`config.mk`:
```
export PLATFORM = sky130hd
export DESIGN_NAME = core_local_timer_interruptor_unit
export DESIGN_NICKNAME = d
export VERILOG_FILES = /design/src/rtl/core/clti_pkg.sv /design/src/rtl/core/clti_ram.sv /design/src/rtl/core/core_local_timer_interruptor_unit.sv
export SDC_FILE = /design/constraint.sdc
export NUM_CORES = 1
export LEC_CHECK = 0
export BUFFER_PORTS_ARGS = -buffer_cell sky130_fd_sc_hd__buf_2
export CAP_MARGIN = 25
export CORE_AREA = 2 2 299 301
export DETAILED_ROUTE_END_ITERATION = 7
export DIE_AREA = 0 0 301 303
export HOLD_SLACK_MARGIN = 0.12
export SYNTH_ARGS = -nofsm -noshare
export SYNTH_HDL_FRONTEND = slang
export SYNTH_SLANG_ARGS = --single-unit
```
`constraint.sdc`:
```
create_clock -name clk -period 12.6 [get_ports clk]
set_input_delay 0.63 -clock clk [delete_from_list [all_inputs] [get_ports clk]]
set_output_delay 0.63 -clock clk [all_outputs]
set_load 0.02 [all_outputs]
```
`src/rtl/core/clti_pkg.sv`:
```
// ----------------------------------------------------------------------------
// clti_pkg
// Shared constants and types of the core-local timer and interrupt block.
// ----------------------------------------------------------------------------
`default_nettype none

package clti_pkg;

  // Hart count and the index width that follows from it
  localparam int HARTS     = 4;
  localparam int HART_W    = (HARTS > 1) ? $clog2(HARTS) : 1;
  // Harts whose levels reach the result beat
  localparam int IRQ_HARTS = (HARTS < 4) ? HARTS : 4;

  // Register map
  localparam logic [15:0] SOFT_END  = 16'h4000;
  localparam logic [15:0] TIMER_OFF = 16'hBFF8;
  localparam logic [15:0] MAP_END   = 16'hC000;

  // Serial divider: one quotient bit per cycle
  localparam int DIV_STEPS = 32;
  localparam int STEP_W    = $clog2(DIV_STEPS);

  typedef enum logic [1:0] {
    MODE_TICK  = 2'd0,
    MODE_READ  = 2'd1,
    MODE_WRITE = 2'd2
  } mode_t;

  typedef enum logic [2:0] {
    S_IDLE,
    S_DIV,
    S_ADD,
    S_ACC,
    S_RDATA,
    S_CMP,
    S_DONE
  } state_t;

  typedef enum logic [1:0] {
    SRC_ZERO,
    SRC_SOFT,
    SRC_TIMER,
    SRC_CMP
  } src_t;

endpackage

`default_nettype wire

```
`src/rtl/core/clti_ram.sv`:
```
// ----------------------------------------------------------------------------
// clti_ram
// Generic single-port RAM with registered read.
// ----------------------------------------------------------------------------
`default_nettype none

module clti_ram #(
  parameter int WIDTH = 64,
  parameter int DEPTH = 4,
  localparam int AW   = (DEPTH > 1) ? $clog2(DEPTH) : 1
) (
  input  wire logic                   clk,
  input  wire logic                   we,
  input  wire logic [AW-1:0]          addr,
  input  wire logic [WIDTH-1:0]       wdata,
  output logic      [WIDTH-1:0]       rdata
);

  logic [WIDTH-1:0] mem_r [DEPTH];
  logic [WIDTH-1:0] rdata_r;

  always_ff @(posedge clk) begin
    if (we) begin
      mem_r[addr] <= wdata;
    end
    rdata_r <= mem_r[addr];
  end

  assign rdata = rdata_r;

endmodule

`default_nettype wire

```
`src/rtl/core/core_local_timer_interruptor_unit.sv`:
```
// ----------------------------------------------------------------------------
// core_local_timer_interruptor_unit
// Core-local timer and software interrupt block: 64-bit timer, one 64-bit
// compare and one software bit per hart, driven by tick, read and write beats.
// ----------------------------------------------------------------------------
//
//  channel | direction | handshake          | contents
//  --------+-----------+--------------------+----------------------------------
//  in_     | sink      | tvalid/tready      | tuser mode, tdata access + tick
//  out_    | source    | tvalid/tready      | tdata read result + irq levels
//  cfg_    | sink      | we (no wait)       | wdata tick divisor
//
//  A tick beat runs the serial divider one quotient bit per cycle: accept,
//  the divide steps, the add, a compare sweep over the single compare RAM
//  port and the result state. A read or write beat goes through accept,
//  access, read data, the compare sweep and the result state.
//  Reset (rst_n low, synchronous) clears the timer, soft bits, compare valid
//  bits (an invalid compare reads as all ones) and sets the divisor to one.
//  A new beat is taken while the last result still waits in the output
//  register; the block holds in its result state until that slot is free.
// ----------------------------------------------------------------------------
`default_nettype none

module core_local_timer_interruptor_unit (
  input  wire logic         clk,
  input  wire logic         rst_n,
  // cfg: tick_divisor
  input  wire logic         cfg_we,
  input  wire logic [15:0]  cfg_wdata,
  // in
  input  wire logic         in_tvalid,
  output logic              in_tready,
  input  wire logic [1:0]   in_tuser,   // [1:0] mode
  // [15:0] offset, [19:16] access_bytes, [83:20] write_data,
  // [115:84] tick_count, [119:116] zero
  input  wire logic [119:0] in_tdata,
  // out
  output logic              out_tvalid,
  input  wire logic         out_tready,
  // [63:0] read_data, [64] read_ok, [65] divisor_error, [69:66] soft_irq,
  // [73:70] timer_irq, [79:74] zero
  output logic [79:0]       out_tdata
);

  // Control state
  clti_pkg::state_t             state_r, state_nxt;
  logic [clti_pkg::STEP_W-1:0]  step_r, step_nxt;
  logic                         out_valid_r, out_valid_nxt;
  logic [63:0]                  timer_r, timer_nxt;
  logic [clti_pkg::HARTS-1:0]   soft_r, soft_nxt;
  logic [clti_pkg::HARTS-1:0]   cmp_valid_r, cmp_valid_nxt;
  logic [15:0]                  cfg_div_r;
  logic [3:0]                   tirq_r, tirq_nxt;

  // Item payload and datapath
  logic [1:0]                   mode_r;
  logic [15:0]                  off_r;
  logic [3:0]                   nb_r;
  logic [63:0]                  wdata_r;
  logic [31:0]                  cnt_r, cnt_nxt;     // dividend in, quotient out
  logic [15:0]                  rem_r, rem_nxt;
  logic [63:0]                  rdata_r, rdata_nxt;
  logic                         ok_r, ok_nxt;
  logic                         err_r, err_nxt;
  clti_pkg::src_t               src_r, src_nxt;
  logic [1:0]                   slot_r, slot_nxt;
  logic [clti_pkg::HART_W-1:0]  rd_hart_r;
  logic [79:0]                  out_data_r, out_data_nxt;

  // Compare RAM port
  logic                         ram_we;
  logic [clti_pkg::HART_W-1:0]  ram_addr;
  logic [63:0]                  ram_rdata;
  logic [63:0]                  cmp_eff;

  // Divider step
  logic [15:0]                  div_eff;
  logic [16:0]                  trial;
  logic                         qbit;

  // Address decode
  logic                         in_map;
  logic                         is_soft;
  logic                         is_timer;
  logic [13:0]                  soft_h;
  logic [15:0]                  cmp_rel;
  logic [12:0]                  cmp_h;
  logic                         soft_hit;
  logic                         cmp_hit;
  logic                         rd_ok;
  clti_pkg::src_t               rd_src;
  logic [3:0]                   soft4;
  logic [clti_pkg::HARTS+3:0]   soft_ext;
  logic [63:0]                  rd_val;

  // Byte mask for the access length; lengths above eight take all bytes
  function automatic logic [63:0] byte_mask(input logic [3:0] nb);
    logic [63:0] m;
    m = '0;
    for (int b = 0; b < 8; b++) begin
      if (4'(b) < nb) begin
        m[8*b +: 8] = 8'hFF;
      end
    end
    return m;
  endfunction

  clti_ram #(
    .WIDTH (64),
    .DEPTH (clti_pkg::HARTS)
  ) u_cmp_ram (
    .clk   (clk),
    .we    (ram_we),
    .addr  (ram_addr),
    .wdata (wdata_r),
    .rdata (ram_rdata)
  );

  // A divisor of zero acts as one
  assign div_eff = (cfg_div_r == 16'd0) ? 16'd1 : cfg_div_r;
  assign trial   = {rem_r, cnt_r[31]};
  assign qbit    = (trial >= {1'b0, div_eff});

  // Decode the held offset
  assign in_map   = (off_r < clti_pkg::MAP_END);
  assign is_soft  = (off_r < clti_pkg::SOFT_END);
  assign is_timer = (off_r == clti_pkg::TIMER_OFF);
  assign soft_h   = off_r[15:2];
  assign cmp_rel  = off_r - clti_pkg::SOFT_END;
  assign cmp_h    = cmp_rel[15:3];
  assign soft_hit = (32'(soft_h) < clti_pkg::HARTS);
  assign cmp_hit  = (32'(cmp_h) < clti_pkg::HARTS);

  // Misaligned soft or compare reads are refused; the timer word is aligned
  assign rd_ok = in_map && (is_soft ? (off_r[1:0] == 2'b00)
                                    : (is_timer || (off_r[2:0] == 3'b000)));

  always_comb begin
    if (is_soft) begin
      rd_src = soft_hit ? clti_pkg::SRC_SOFT : clti_pkg::SRC_ZERO;
    end else if (is_timer) begin
      rd_src = clti_pkg::SRC_TIMER;
    end else begin
      rd_src = cmp_hit ? clti_pkg::SRC_CMP : clti_pkg::SRC_ZERO;
    end
  end

  // A compare never written reads as all ones
  assign cmp_eff = cmp_valid_r[rd_hart_r] ? ram_rdata : '1;

  // Soft levels of the reported harts, zero above HARTS
  assign soft_ext = {4'b0000, soft_r};
  assign soft4    = soft_ext[3:0];

  always_comb begin
    case (src_r)
      clti_pkg::SRC_SOFT:  rd_val = 64'(soft_r[clti_pkg::HART_W'(soft_h)]);
      clti_pkg::SRC_TIMER: rd_val = timer_r;
      clti_pkg::SRC_CMP:   rd_val = cmp_eff;
      default:             rd_val = '0;
    endcase
  end

  // Next state and datapath control
  always_comb begin
    state_nxt     = state_r;
    step_nxt      = step_r;
    cnt_nxt       = cnt_r;
    rem_nxt       = rem_r;
    timer_nxt     = timer_r;
    soft_nxt      = soft_r;
    cmp_valid_nxt = cmp_valid_r;
    tirq_nxt      = tirq_r;
    rdata_nxt     = rdata_r;
    ok_nxt        = ok_r;
    err_nxt       = err_r;
    src_nxt       = src_r;
    slot_nxt      = slot_r;
    out_valid_nxt = out_valid_r && !out_tready;
    out_data_nxt  = out_data_r;
    ram_we        = 1'b0;
    ram_addr      = '0;
    in_tready     = (state_r == clti_pkg::S_IDLE);

    case (state_r)
      clti_pkg::S_IDLE: begin
        // Take a beat; start the divider for ticks, else go decode
        if (in_tvalid) begin
          rdata_nxt = '0;
          ok_nxt    = 1'b0;
          err_nxt   = 1'b0;
          src_nxt   = clti_pkg::SRC_ZERO;
          step_nxt  = '0;
          rem_nxt   = '0;
          cnt_nxt   = in_tdata[115:84];
          if (in_tuser == clti_pkg::MODE_TICK) begin
            state_nxt = clti_pkg::S_DIV;
          end else begin
            state_nxt = clti_pkg::S_ACC;
          end
        end
      end

      clti_pkg::S_DIV: begin
        // Restoring division: shift in one dividend bit, shift out one
        // quotient bit
        if (qbit) begin
          rem_nxt = 16'(trial - {1'b0, div_eff});
        end else begin
          rem_nxt = trial[15:0];
        end
        cnt_nxt  = {cnt_r[30:0], qbit};
        step_nxt = step_r + 1'b1;
        if (step_r == clti_pkg::STEP_W'(clti_pkg::DIV_STEPS - 1)) begin
          state_nxt = clti_pkg::S_ADD;
        end
      end

      clti_pkg::S_ADD: begin
        // Advance the timer by the quotient; a remainder flags the error
        timer_nxt = timer_r + 64'(cnt_r);
        err_nxt   = (rem_r != 16'd0);
        step_nxt  = '0;
        state_nxt = clti_pkg::S_CMP;
      end

      clti_pkg::S_ACC: begin
        ram_addr = clti_pkg::HART_W'(cmp_h);
        case (mode_r)
          clti_pkg::MODE_READ: begin
            ok_nxt  = rd_ok;
            src_nxt = rd_src;
          end
          clti_pkg::MODE_WRITE: begin
            if (in_map) begin
              if (is_soft) begin
                if ((off_r[1:0] == 2'b00) && (nb_r >= 4'd4) && soft_hit) begin
                  soft_nxt[clti_pkg::HART_W'(soft_h)] = wdata_r[0];
                end
              end else if ((nb_r == 4'd8) && (off_r[2:0] == 3'b000)) begin
                if (is_timer) begin
                  timer_nxt = wdata_r;
                end else if (cmp_hit) begin
                  ram_we = 1'b1;
                  cmp_valid_nxt[clti_pkg::HART_W'(cmp_h)] = 1'b1;
                end
              end
            end
          end
          default: begin
          end
        endcase
        state_nxt = clti_pkg::S_RDATA;
      end

      clti_pkg::S_RDATA: begin
        // Compare RAM data for the read is out now; cut to length
        if ((mode_r == clti_pkg::MODE_READ) && ok_r) begin
          rdata_nxt = rd_val & byte_mask(nb_r);
        end
        step_nxt  = '0;
        state_nxt = clti_pkg::S_CMP;
      end

      clti_pkg::S_CMP: begin
        // Sweep the compares: issue hart step, compare the one issued before
        ram_addr = clti_pkg::HART_W'(step_r);
        if (step_r != '0) begin
          tirq_nxt[slot_r] = (timer_r >= cmp_eff);
        end
        slot_nxt = step_r[1:0];
        step_nxt = step_r + 1'b1;
        if (step_r == clti_pkg::STEP_W'(clti_pkg::IRQ_HARTS)) begin
          state_nxt = clti_pkg::S_DONE;
        end
      end

      clti_pkg::S_DONE: begin
        // Hold until the output slot is free
        if (!out_valid_r || out_tready) begin
          out_valid_nxt = 1'b1;
          out_data_nxt  = {6'b000000, tirq_r, soft4, err_r, ok_r, rdata_r};
          state_nxt     = clti_pkg::S_IDLE;
        end
      end

      default: begin
        state_nxt = clti_pkg::S_IDLE;
      end
    endcase
  end

  // Control registers
  always_ff @(posedge clk) begin
    if (!rst_n) begin
      state_r     <= clti_pkg::S_IDLE;
      step_r      <= '0;
      out_valid_r <= 1'b0;
      timer_r     <= '0;
      soft_r      <= '0;
      cmp_valid_r <= '0;
      cfg_div_r   <= 16'd1;
      tirq_r      <= '0;
    end else begin
      state_r     <= state_nxt;
      step_r      <= step_nxt;
      out_valid_r <= out_valid_nxt;
      timer_r     <= timer_nxt;
      soft_r      <= soft_nxt;
      cmp_valid_r <= cmp_valid_nxt;
      tirq_r      <= tirq_nxt;
      if (cfg_we) begin
        cfg_div_r <= cfg_wdata;
      end
    end
  end

  // Payload registers
  always_ff @(posedge clk) begin
    if (in_tvalid && in_tready) begin
      mode_r  <= in_tuser;
      off_r   <= in_tdata[15:0];
      nb_r    <= in_tdata[19:16];
      wdata_r <= in_tdata[83:20];
    end
    cnt_r      <= cnt_nxt;
    rem_r      <= rem_nxt;
    rdata_r    <= rdata_nxt;
    ok_r       <= ok_nxt;
    err_r      <= err_nxt;
    src_r      <= src_nxt;
    slot_r     <= slot_nxt;
    rd_hart_r  <= ram_addr;
    out_data_r <= out_data_nxt;
  end

  assign out_tvalid = out_valid_r;
  assign out_tdata  = out_data_r;

  // Assertions
  a_accept_leaves_idle: assert property (@(posedge clk) disable iff (!rst_n)
    (in_tvalid && in_tready) |=> (state_r != clti_pkg::S_IDLE))
    else $error("accepted beat did not start work");

  a_rem_below_div: assert property (@(posedge clk) disable iff (!rst_n)
    (state_r == clti_pkg::S_DIV) |-> (rem_r < div_eff))
    else $error("divider remainder not below divisor");

  a_ok_err_exclusive: assert property (@(posedge clk) disable iff (!rst_n)
    out_valid_r |-> !(out_data_r[64] && out_data_r[65]))
    else $error("read_ok and divisor_error both set");

  a_data_needs_ok: assert property (@(posedge clk) disable iff (!rst_n)
    out_valid_r |-> (out_data_r[64] || (out_data_r[63:0] == 64'd0)))
    else $error("read data without read_ok");

endmodule

`default_nettype wire

```
Yosys cells after proc, flatten, opt, wreduce, memory -nomap -nowiden
Memories as Yosys holds them, arrays and structs flattened. A register that Yosys moved wholly into a read port is not among the register bits.
Cells that the tools add are included.
{"block": "op_classes", "n_mux": 85, "eq_ne": 26, "n_lt_le_gt_ge": 22, "add_sub_neg": 4, "reduce_logical": 40, "bitwise_logic": 4}
{"operator": "two-way mux 64 bit", "n": 8}
{"operator": "case mux 64 bit (2 select lines)", "n": 2}
{"operator": "two-way mux 8 bit", "n": 24}
{"operator": "case mux 64 bit (3 select lines)", "n": 1}
{"operator": "adder 64 x 32 -> 64 bit", "n": 1}
{"operator": "bitwise AND 64 bit", "n": 1}
{"operator": "greater-or-equal comparator 64 bit", "n": 1}
{"operator": "case mux 32 bit (2 select lines)", "n": 1}
{"operator": "two-way mux 16 bit", "n": 3}
{"operator": "two-way mux 32 bit", "n": 1}
{"operator": "case mux 16 bit (2 select lines)", "n": 1}
{"operator": "!= test 2 bit, second input constant", "n": 11}
{"operator": "two-way mux 1 bit", "n": 20}
{"operator": "case mux 3 bit (6 select lines)", "n": 1}
{"operator": "greater-or-equal comparator 17 x 16 -> 1 bit", "n": 1}
{"operator": "== test 16 bit, second input constant", "n": 1}
{"operator": "logical NOT 16 bit", "n": 1}
{"operator": "< comparator 16 x 15 -> 1 bit, second input constant", "n": 1}
{"operator": "< comparator 16 bit, second input constant", "n": 1}
{"operator": "< comparator 3 x 4 -> 1 bit, first input constant", "n": 4}
{"operator": "nonzero test 16 bit", "n": 1}
{"operator": "subtractor 16 x 15 -> 16 bit, second input constant", "n": 1}
{"operator": "subtractor 16 bit", "n": 1}
{"operator": "case mux 5 bit (3 select lines)", "n": 1}
{"operator": "41 further kinds", "n": 92}
{"block": "totals", "memories": 1, "mem_bits_rw": 256, "out_inout_bits": 82, "in_bits": 143, "reg_bits": 381}
{"name": "u_cmp_ram.mem_r", "depth": 4, "word_bits": 64, "read_ports": 1, "rd_ports_with_merged_regs": 1, "write_ports": 1, "line": "clti_ram.sv:19", "rtl": "logic [WIDTH-1:0] mem_r [DEPTH];"}

Logic depth before layout (Yosys ltp)
{"block": "depth", "word_depth": 11, "depth_mapped": 15}

By module
From an unflattened synthesis, not the netlist that was laid out.
{"block": "hier_totals", "cells_unflattened": 2275, "hier_area_um2": 30528.0}
{"mod": "core_local_timer_interruptor_unit", "n_inst": 1, "area_each_um2": 19960.4, "cells_per_inst": 1871, "seq_area_each_um2": 10410.0}
{"mod": "clti_ram", "n_inst": 1, "area_each_um2": 10567.6, "cells_per_inst": 404, "seq_area_each_um2": 8968.6}

Worst setup path after synthesis
Ideal clock, no wire load.
{"block": "synth_timing", "path_kind": "input to register", "startpoint": "in out_tready", "endpoint": "reg out_data_r[0], in the netlist out_tdata[0], enable pin", "setup_slack_ns": 6.263, "setup_ns": 0.598, "path_buffers": 0, "path_stages": 2, "arrival_ns": 5.739, "path_cell_list": "nor2b_1 nor3_1"}
{"block": "synth_between", "elab_chain_len": 2}
{"item": "start: declaration", "line": "core_local_timer_interruptor_unit.sv:39", "rtl": "input wire logic out_tready,"}
{"item": "logical OR 1 bit", "line": "core_local_timer_interruptor_unit.sv:280", "rtl": "if (!out_valid_r || out_tready) begin"}
{"item": "AND reduction 2 bit (no source line)"}
{"item": "end signal: assignment", "line": "core_local_timer_interruptor_unit.sv:334", "rtl": "out_data_r <= out_data_nxt;"}
{"item": "end: declaration", "line": "core_local_timer_interruptor_unit.sv:68", "rtl": "logic [79:0] out_data_r, out_data_nxt;"}
No other way between the ends.
A chain may end at the register's enable or synchronous reset.

Final worst setup path
{"block": "layout_timing", "startpoint": "reg rd_hart_r[1] (netlist bit)", "endpoint": "reg tirq_r[1]"}
{"block": "layout_between", "elab_chain_len": 5}
{"item": "start: declaration", "line": "core_local_timer_interruptor_unit.sv:67", "rtl": "logic [clti_pkg::HART_W-1:0] rd_hart_r;"}
{"item": "start signal: assignment", "line": "core_local_timer_interruptor_unit.sv:333", "rtl": "rd_hart_r <= ram_addr;"}
{"item": "binary-select mux 1 bit (select 2 bit)", "line": "core_local_timer_interruptor_unit.sv:149", "rtl": "assign cmp_eff = cmp_valid_r[rd_hart_r] ? ram_rdata : '1;"}
{"item": "two-way mux 1 bit (not written as such)", "line": "core_local_timer_interruptor_unit.sv:149"}
{"item": "two-way mux 64 bit", "line": "core_local_timer_interruptor_unit.sv:149"}
{"item": "greater-or-equal comparator 64 bit", "line": "core_local_timer_interruptor_unit.sv:269", "rtl": "tirq_nxt[slot_r] = (timer_r >= cmp_eff);"}
{"item": "bitwise mux 4 bit", "line": "core_local_timer_interruptor_unit.sv:269"}
{"item": "end signal: assignment", "line": "core_local_timer_interruptor_unit.sv:311", "rtl": "tirq_r <= tirq_nxt;"}
{"item": "end: declaration", "line": "core_local_timer_interruptor_unit.sv:53", "rtl": "logic [3:0] tirq_r, tirq_nxt;"}
No other way between the ends. The select of a mux whose other input is x is not followed.

==> flow_summary.toml <==
[outcome]
status = "finished, final reports clean"

[floorplan]
dieHeight_um = 303
rows = 109
die-area_um2 = 91200
core_um2 = 88000
die_w_um = 301
ios = 225
start_util = 0.348

[cts]
cts.path.max_buffers = 3
cts_root_buf = "clkbuf_16"
cts_tree = "yes"
cts_made_buffers = 78
htreeDepth = 3
cts.hold.buffers_added = 0
cts_resized = 0
path_clk_slew_ns = 0.06
cts_sinks = 701
postCtsSetupRepairBufs = 0
worstSkewPairLatency_ns = 0.64

[global_routing]
grt_max_degree = 82
grt_first_pass_wirelength_um = 128000
antenna_found_initial = 12
grt_usage = 0.187
grt_pass1_vias = 20100
overflow = 0

[yosys]
ys_async_sr_fraction = 0
synth_top_family_by_area = "simple AND/OR/NAND/NOR gates"
synth_mux_area_frac = 0.00899
synth-compound-area-share = 0.116
avgSynthCellArea_um2 = 11.6
ys_types = 85
ys_warn_count = 0
synthSimpleGateAreaFrac = 0.158
synthCells = 2649
synthAdderAreaFrac = 0.0486
synthesis.area_um2 = 30600
synth_top_area_cell = "edfxtp_1"
synth_top_area_frac = 0.524
synthTopCellsByArea = "edfxtp_1 (52%), dfxtp_1 (11%), nand2_1 (6.0%), ha_1 (4.7%), nor2_1 (2.7%)"
dominantRegCellSynth = "edfxtp_1"
synth-edff-count = 534
yosys.area_share.xor_xnor = 0.0109
ys_ff_latch = 701
yosysSeqAreaShare = 0.633

[route]
vias = 21300
drt_drc_violations_left = 0
drtIter0Drc = 1931
post_drt_via_cell_ratio = 5.25
totalWireLength_um = 86600
ant_nets = 0
drt-wirelength-per-cell_um = 21.3
first_pass_iters = 5

[sta]
clock_skew_ns = 0.0232
max_freq_mhz = 212
period_share = 0.374
relSlewSlack = 0.306
rsz0062_at_grt = "false"
setup_violations = 0
final-hold-violation-count = 0
slew_violations = 0
min_period_ns = 4.71
worst-slew-pin-transition_ns = 1.03
whs_ns = 0.160
finalSetupTns_ns = 0

[pwr]
p_switching_mw = 2.32
power.density_nw_per_um2 = 202
p_leak_nw = 13.7
clkPwrFrac = 0.327
pwr-share-comb = 0.229
ir_drop_mv = 0.105
switching_share = 0.323
p_seq_frac = 0.445
internal_power_mw = 4.87

[layout]
utilization = 0.405
area_growth_syn_to_layout_pct = 16.3
drive_above_1_share = 0.146
final_nets = 3091
fill_cells = 8325

[worst_setup_path]
crit_arrival_ns = 5.23
crit_type = "reg -> reg"
end_kind = "flip-flop"
start_kind = "flip-flop"
crit_chain = "mux2_2 -> o21ai_4 -> buf_4 -> nor2_1 -> ha_1 -> a21oi_1 -> a2bb2oi_1 -> a21oi_1 -> o31a_1 -> o31ai_1 -> nand2_1 -> a21oi_1 -> o211ai_1 -> o221a_2"
required_ns = 13.13
cp_common_cell = "a21oi_1"
slowest_delay_ns = 0.64
cp_slowest_cell = "buf_4"
critPathBufInv = 1
crit_family = "compound AO/OA/AOI/OAI gates"
crit_fanout = 48

[worst_hold_path]
hp-class = "in -> reg"

[placement]
dpl.hpwl_um = 57400
gp_congestion = 0.897
portBuffers = 214

[job]
cap_violations = 0
-- cell usage in the layout, fill, tap and decap left out, types with 61 or more instances in the layout --
master / n
a211oi_1: 84
a21oi_1: 101
a31oi_1: 77
and3_1: 93
buf_2: 213
clkbuf_16: 78
dfxtp_1: 167
edfxtp_1: 534
ha_1: 115
nand2_1: 487
nor2_1: 216
o21ai_0: 61
-- flip-flops by register name, indices dropped and copies added, names as in the netlist, 2 cells and up --
register and flops:
rem_r 16, slot_r 2, timer_r 64, wdata_r 64, out_tdata 74, off_r 16, soft4 4, u_cmp_ram.mem_r 256
cmp_valid_r 4, rdata_r 64, nb_r 4, rd_hart_r 2, state_r 3, step_r 5, tirq_r 4, cfg_div_r 16
mode_r 2, u_cmp_ram.rdata 64, cnt_r 32, src_r 2
-- synth_stat cells (34+ instances only) --
cell type and number:
and3_1 93, nor3_1 35, a211oi_1 84, clkbuf_1 124, nand3_1 59, edfxtp_1 534, nor2b_1 34, nand2_1 491
a31oi_1 77, nand4_1 38, inv_1 37, nor2_1 220, ha_1 115, o21ai_0 61, a21oi_1 101, dfxtp_1 167
-- routing by layer --
metal | wire length (µm) | vias to the layer above | global-route usage
li1 | - | 10200 | -
met5 | 70 | - | 0
met3 | 6610 | 123 | 0.0412
met4 | 1810 | 12 | 0.0531
met1 | 39800 | 10400 | 0.269
met2 | 38300 | 670 | 0.283
-- logic make-up (layout without fill, tap and decap cells) --
family / Yosys count / count (layout)
fa+ha+maj: 118 / 118
xor+xnor: 38 / 38
mux: 26 / 26
flops: 701 / 701
other cells: 1 / 7
buf+inv: 189 / 432
simple gates: 1061 / 1061
compound gates: 515 / 515
-- layout make-up --
cell class	count	area, µm²	share of cell area
flip-flops and latches	701	19400	0.544
multi-input cells	1764	10600	0.297
clock buffers	103	2120	0.0594
well taps	1165	1460	0.0409
repair buffers	249	1380	0.0388
clock inverters	43	536	0.0150
inverters	37	144	0.00404
diodes	1	2.50	0.0000703
-- through the flow --
step / total power [mW] / area, µm² / cells / setup slack, ns
after global routing: 7.55 / 35600 / 4062 / 7.72
after floorplan: 4.31 / 30600 / 2654 / 6.26
after global placement: 4.85 / 32900 / 3911 / 7.89
final: 7.20 / 35600 / 4063 / 7.89
after detailed placement: 4.86 / 32900 / 3914 / 7.86
after CTS: 7.23 / 35600 / 4060 / 7.86
-- worst paths after layout --
path | slack (ns) | to | start | depth (start not counted)
max | 7.89 | tirq_r[1]$_SDFFE_PN0P_ | rd_hart_r[1]$_DFF_P_ | 14
min | 0.16 | off_r[6]$_DFFE_PP_ | in_tdata[6] | 1
max reg2reg | 7.89 | tirq_r[1]$_SDFFE_PN0P_ | rd_hart_r[1]$_DFF_P_ | 14
min reg2reg | 0.41 | out_tdata[50]$_DFFE_PP_ | rdata_r[50]$_SDFFCE_PP0P_ | 0
-- power by group through the flow --
stage	Sequential (mW)	Clock, mW	Combinational [mW]
2_1_floorplan	3.11	0	1.20
3_3_place_gp	3.24	0	1.61
3_5_place_dp	3.24	0	1.62
4_1_cts	3.20	2.40	1.63
5_1_grt	3.23	2.49	1.83
6_report	3.20	2.35	1.65
Power figures use the tool's default switching activity.
